--- src/rtl/ftr_pkg.sv ---
`default_nettype none
// ---------------------------------------------------------------------------
// ftr_pkg: shared constants and tables
// Angle table, status codes and register addresses.
// ---------------------------------------------------------------------------
package ftr_pkg;

  localparam int CordicStepsDef = 16;
  localparam int PosWidthDef    = 24;
  localparam int AngleWidthDef  = 16;
  localparam int TabLen         = 24;

  localparam logic signed [15:0] PiQ12    = 16'sd12868;
  localparam logic signed [16:0] TwoPiQ12 = 17'sd25736;
  localparam longint PiQ30 = 64'd3373259426;

  localparam logic [1:0] StatSteer  = 2'd0;
  localparam logic [1:0] StatArrive = 2'd1;
  localparam logic [1:0] StatZero   = 2'd2;

  localparam logic [2:0] RegMaxAccel = 3'd0;
  localparam logic [2:0] RegMaxSpin  = 3'd1;
  localparam logic [2:0] RegArrive   = 3'd2;
  localparam logic [2:0] RegSlow     = 3'd3;
  localparam logic [2:0] RegTtt      = 3'd4;

  function automatic longint atan_q30(input int i);
    case (i)
      0: return 843314857;   1: return 497837829;   2: return 263043837;
      3: return 133525159;   4: return 67021687;    5: return 33543516;
      6: return 16775851;    7: return 8388437;     8: return 4194283;
      9: return 2097149;     10: return 1048576;    11: return 524288;
      12: return 262144;     13: return 131072;     14: return 65536;
      15: return 32768;      16: return 16384;      17: return 8192;
      18: return 4096;       19: return 2048;       20: return 1024;
      21: return 512;        22: return 256;        23: return 128;
      default: return 0;
    endcase
  endfunction

  // round-half-up shift of a positive constant
  function automatic longint rshift_c(input longint v, input int s);
    if (s == 0) return v;
    return (v + (longint'(1) << (s - 1))) >>> s;
  endfunction

endpackage
`default_nettype wire

--- src/rtl/ftr_div_cell.sv ---
`default_nettype none
// ---------------------------------------------------------------------------
// ftr_div_cell: one restoring division step
// Shifts in one dividend bit, subtracts the divisor if it fits.
// ---------------------------------------------------------------------------
module ftr_div_cell import ftr_pkg::*; #(
  parameter int NW = 30,
  parameter int DW = 15,
  parameter int SW = 64
) (
  input  wire           clk_i,
  input  wire           rst_ni,
  input  wire           vld_i,
  input  wire  [NW-1:0] num_i,
  input  wire  [DW:0]   rem_i,
  input  wire  [DW-1:0] den_i,
  input  wire  [SW-1:0] side_i,
  output logic          vld_o,
  output logic [NW-1:0] num_o,
  output logic [DW:0]   rem_o,
  output logic [DW-1:0] den_o,
  output logic [SW-1:0] side_o
);

  logic vld_q;
  logic [NW-1:0] num_q;
  logic [DW:0] rem_q;
  logic [DW-1:0] den_q;
  logic [SW-1:0] side_q;
  logic [DW+1:0] trial;

  assign trial = {rem_i, num_i[NW-1]};

  always_ff @(posedge clk_i or negedge rst_ni) begin
    if (!rst_ni) begin
      vld_q <= 1'b0;
    end else begin
      vld_q <= vld_i;
    end
  end

  // quotient bit enters at the bottom of num
  always_ff @(posedge clk_i) begin
    den_q <= den_i;
    side_q <= side_i;
    if (trial >= {2'b0, den_i}) begin
      rem_q <= (DW+1)'(trial - {2'b0, den_i});
      num_q <= {num_i[NW-2:0], 1'b1};
    end else begin
      rem_q <= trial[DW:0];
      num_q <= {num_i[NW-2:0], 1'b0};
    end
  end

  assign vld_o = vld_q;
  assign num_o = num_q;
  assign rem_o = rem_q;
  assign den_o = den_q;
  assign side_o = side_q;

endmodule
`default_nettype wire

--- config.mk ---
export PLATFORM = sky130hd
export DESIGN_NAME = ftr_div_cell
export DESIGN_NICKNAME = d
export VERILOG_FILES = /design/src/rtl/ftr_pkg.sv /design/src/rtl/ftr_div_cell.sv
export SDC_FILE = /design/constraint.sdc
export NUM_CORES = 1
export LEC_CHECK = 0
export ABC_AREA = 1
export BUFFER_PORTS_ARGS = -buffer_cell sky130_fd_sc_hd__buf_4
export CORE_ASPECT_RATIO = 1.2
export CORE_MARGIN = 1.5
export CORE_UTILIZATION = 41
export CTS_CLUSTER_DIAMETER = 50
export DETAILED_ROUTE_END_ITERATION = 8
export GPL_TIMING_DRIVEN = 0
export PLACE_DENSITY_LB_ADDON = 0.1
export SETUP_SLACK_MARGIN = 0.1
export SYNTH_ARGS = -nofsm -noshare
export SYNTH_HDL_FRONTEND = slang
export SYNTH_SLANG_ARGS = --single-unit
export TNS_END_PERCENT = 20
--- constraint.sdc ---
create_clock -name clk_i -period 0.8 [get_ports clk_i]
set_clock_uncertainty 0.05 [all_clocks]
set_input_delay 0.16 -clock clk_i [delete_from_list [all_inputs] [get_ports clk_i]]
set_output_delay 0.16 -clock clk_i [all_outputs]
set_load 0.005 [all_outputs]
==> results of run 1 <==
## metrics by stage
step / setup slack (ns) / hold WS [ns] / util, % / std cells
2_1_floorplan: -0.6112 / -0.1856 / - / 395
3_3_place_gp: -0.9582 / -0.1132 / 67.59 / 768
3_5_place_dp: -0.9741 / -0.1122 / 67.59 / 768
4_1_cts: -0.4363 / 0.006238 / 94.31 / 949
## kinds of logic after synthesis
| logic type | after synthesis |
|---|---|
| AND/OR/NAND/NOR | 167 |
| flip-flops | 126 |
| adder cells (fa/ha/maj) | 16 |
| AO/OA/AOI/OAI | 12 |
| buffers and inverters | 68 |
| XOR/XNOR | 6 |
## cells in the mapped netlist (3+ instances only)
cell	number
inv_1	63
dfxtp_1	125
nand3_2	3
nor2_1	9
a21oi_1	9
ha_1	15
nand2_2	5
inv_2	3
nand3_1	14
nand4_1	3
xor2_1	5
nand2_1	120
## what timing repair did
| action | CTS |
|---|---|
| setup buffers | 20 |
| hold endpoints to repair | 126 |
| setup endpoints to repair | 143 |
| resized for setup | 160 |
| hold buffers | 127 |
| pin swaps | 36 |
| cloned | 2 |
==> flow_summary.ini, run 1 <==
[logic_synthesis]
avgSynthCellArea_um2 = 9.870
synth_top_family_by_area = simple AND/OR/NAND/NOR gates
ys.flop_type = dfxtp_1
synth_top_cell_by_area = dfxtp_1
synth_xor_area_share_pct = 1.348
synth-seq-cells = 126
yosysWarnings = 0
synth_top_area_share_pct = 64.18
synthTopCellsByArea = dfxtp_1, nand2_1, inv_1
synth_compound_area_share_pct = 1.829
synth_fp_nets = 539
synth.area.mux_share_pct = 0
synth_cells = 395
synth_cell_type_count = 30
yosys.area_share.simple_pct = 19.51
ys_seq_area_share_pct = 64.83
synth_edf_count = 0
syn-cell-area_um2 = 3899
async_flop_share_pct = 0.7937
synth_fa_ha_area_share_pct = 5.327

[timing]
postGrtWorstEndpoint = num_o[24]
worst-ep-kind = output port

[status]
error_line = [ERROR DPL-0038] Utilization greater than 100%, impossible to legalize
flow.stopped_at = global routing
status = did not finish

[clocking]
clock-sinks = 126
cts_buffer_depth = 2
htree_levels = 4
numCtsBuffers = 17
cts_root_buffer = clkbuf_8

[floorplan]
row_count = 38
die_y_um = 109.8
top_level_ports = 254
start_util_pct = 42.71
die_x_um = 92.02

[place]
port_buffers = 253
place_hpwl_mm = 9.827
dpl-instance-area_um2 = 6170
place_congestion = 0.8616

[grt]
grt_max_degree = 17
==> inputs of run 2 (changes only) <==
--- a/config.mk
+++ b/config.mk
@@ -7,14 +7,11 @@
 export LEC_CHECK = 0
 export ABC_AREA = 1
 export BUFFER_PORTS_ARGS = -buffer_cell sky130_fd_sc_hd__buf_4
-export CORE_ASPECT_RATIO = 1.2
 export CORE_MARGIN = 1.5
-export CORE_UTILIZATION = 41
-export CTS_CLUSTER_DIAMETER = 50
+export CORE_UTILIZATION = 35
 export DETAILED_ROUTE_END_ITERATION = 8
 export GPL_TIMING_DRIVEN = 0
-export PLACE_DENSITY_LB_ADDON = 0.1
-export SETUP_SLACK_MARGIN = 0.1
+export PLACE_DENSITY_LB_ADDON = 0.15
 export SYNTH_ARGS = -nofsm -noshare
 export SYNTH_HDL_FRONTEND = slang
 export SYNTH_SLANG_ARGS = --single-unit
==> run 2 against run 1 <==
The flow now finishes, with violations (negative setup slack). Area after synthesis did not move. Synthesized cell count is the same.
==> flow_summary.ini, run 2 <==
[place]
port_buffers = 253
place_congestion = 0.8679
place_hpwl_mm = 9.439
dpl.cell_count = 788
dpl-instance-area_um2 = 6195

[worst_setup_path]
path_cells = buf_6
crit_path_max_incr_delay_ns = 0.37
path_buf_inv = 1
crit_family = flip-flops
worst-setup-path-type = flop to output port
endpoint_kind = output port
cp_data_required_time_ns = 0.59
endpoint = vld_o
crit_slowest_cell = dfrtp_1
startpoint = vld_o
arrival_ns = 1.01
cp_num_cells = 1
crit_path_start_kind = flop
crit_fanout = 1

[floorplan]
die_y_um = 108.5
dieArea_um2 = 11780
start_util_pct = 35.96
row_count = 38
top_level_ports = 254
die_x_um = 108.5
core_area_um2 = 10840

[logic_synthesis]
avgSynthCellArea_um2 = 9.870
synth_commonest_cells = dfxtp_1, nand2_1, inv_1
syn-cell-area_um2 = 3899
yosysWarnings = 0
synth-seq-cells = 126
synth_most_common_cell = dfxtp_1
ys.flop_type = dfxtp_1
synth_top_area_share_pct = 64.18
async_flop_share_pct = 0.7937
synth_edf_count = 0
synth_top_cell_by_area = dfxtp_1
synthTopCellsByArea = dfxtp_1, nand2_1, inv_1
synth_cells = 395
ys_seq_area_share_pct = 64.83
synth_cell_type_count = 30
synth_fp_nets = 539

[clocking]
clock-sinks = 126
cts_buffer_depth = 2
cts_tree = built
cts_root_buffer = clkbuf_8
htree_levels = 4
cts.clk_slew.worst_paths_ns = 0.06
numCtsBuffers = 17

[status]
status = finished with violations
violations = negative setup slack

[drt]
avgRoutedWirePerCell_um = 18.60
routed_wl_mm = 18.17
vias = 4362
ant_nets = 0
drtIter0Drc = 203
via_per_inst = 4.465
drtPass1Iterations = 4
drc_errors = 0

[layout]
stdcell_count = 977
nets = 968
syn_to_final_growth_pct = 132.3
layout-drive-gt1-share_pct = 59.57
final_cell_mix = buf_4, dlygate4sd3_1, buf_6, dfxtp_1, nand2_1
final_cell_area_um2 = 9059
largest_reg_flops = 64
final_common_cell = buf_4

[grt]
grt_use_total_pct = 27.87
antenna_found_initial = 1
grt_max_degree = 17
grt_pass1_wl_mm = 23.84
gr-total-overflow = 0
first_global_vias = 4371

[timing]
finalSetupViolations = 143
hold_viol = 0
fin_ws_ns = -0.4214
rsz0062_at_grt = yes
fin_crit_ns = 1.221
fmax_mhz = 818.8
slew_headroom_pct = 79.70
period_share_pct = 152.7
slew_viol_final = 0
tightestPinTransition_ns = 0.3035

[power_and_ir_drop]
power_density_nw_per_um2 = 2046
p_total_mw = 18.53
max-vdd-ir-drop_mv = 2.153
p_leak_nw = 4.447

[flow_run]
drv_cap = 0

[min_path]
hold_class = input pin to flop
-- run 2: cell counts after synthesis --
Identical to the previous run, type by type.
-- run 2: worst min path at each step --
stage | slack (ns) | from | depth (start not counted) | endpoint
floorplan | -0.19 | rst_ni | 0 | vld_o
global placement | -0.11 | rst_ni | 1 | vld_o
detailed placement | -0.11 | rst_ni | 1 | vld_o
CTS | -0.32 | den_i[0] | 1 | den_o[0]
global route | 0.03 | den_i[0] | 5 | rem_o[0]
finish | 0.02 | den_i[0] | 5 | rem_o[0]
-- run 2: routing by layer --
metal	GRT usage (%)	part of all wire [%]
met1	28.81	36
met3	9.343	7.5
met4	11.37	4.0
met5	0	0
met2	51.26	53
-- run 2: timing repair --
| item | in CTS | in global routing |
|---|---|---|
| setup endpoints to repair | 143 | 143 |
| hold buffers | 126 | 1 |
| gates resized for setup | 142 | 118 |
| endpoints found under the hold margin | 126 | 1 |
| pin swaps | 36 | 40 |
| cloned | 1 | 1 |
| setup buffers | 19 | 10 |
-- run 2: kinds of logic (layout without fill, tap and decap cells) --
kind of cell,Yosys count,in the layout,share of synthesized area (%)
AOI/OAI and AO/OA,12,12,1.829
xor gates and xnor gates,6,6,1.348
adders and majority gates,16,16,5.327
buffers and inverters,68,509,7.157
DFF,126,126,64.83
other,0,1,0
and+or+nand+nor,167,167,19.51
-- run 2: cell type report --
type | instances | area (um^2)
antenna | 1 | 2.502
fill | 516 | 1782
timing repair buffer | 410 | 3762
inverter | 66 | 290.3
buffer | 2 | 40.04
multi-input combinational | 201 | 1617
clock inverter | 11 | 143.9
clock buffer | 20 | 425.4
sequential | 126 | 2603
tap | 140 | 175.2
-- run 2: report_power, final --
part           leakage [nW]  internal [mW]  switching, mW  total (mW)
Clock                 0.279           4.72           2.88        7.60
Combinational          3.10           2.31           1.62        3.94
Sequential             1.07           6.78          0.210        6.99
Total                  4.45           13.8           4.71        18.5
-- run 2: tightest hold or removal path: cells and delay by family --
kind                     cells  cell delay (ns)
adder cells (fa/ha/maj)      1             0.15
buffers and inverters        2             0.13
AND/OR/NAND/NOR              1             0.05
AO/OA/AOI/OAI                1             0.05
-- run 2: per-stage QoR --
| stage | utilization [%] | setup TNS [ns] | hold WS [ns] | worst slack, ns |
|---|---|---|---|---|
| 3_3_place_gp | 57.14 | -15.30 | -0.1137 | -0.9681 |
| 2_1_floorplan | - | -9.912 | -0.1856 | -0.6112 |
| 5_1_grt | 83.54 | -54.90 | 0.02748 | -0.4599 |
| 4_1_cts | 79.43 | -51.90 | -0.3153 | -0.4471 |
| 3_5_place_dp | 57.14 | -15.25 | -0.1117 | -0.9582 |
| 6_report | 83.56 | -50.33 | 0.02115 | -0.4214 |
Power figures use the tool's default switching activity.
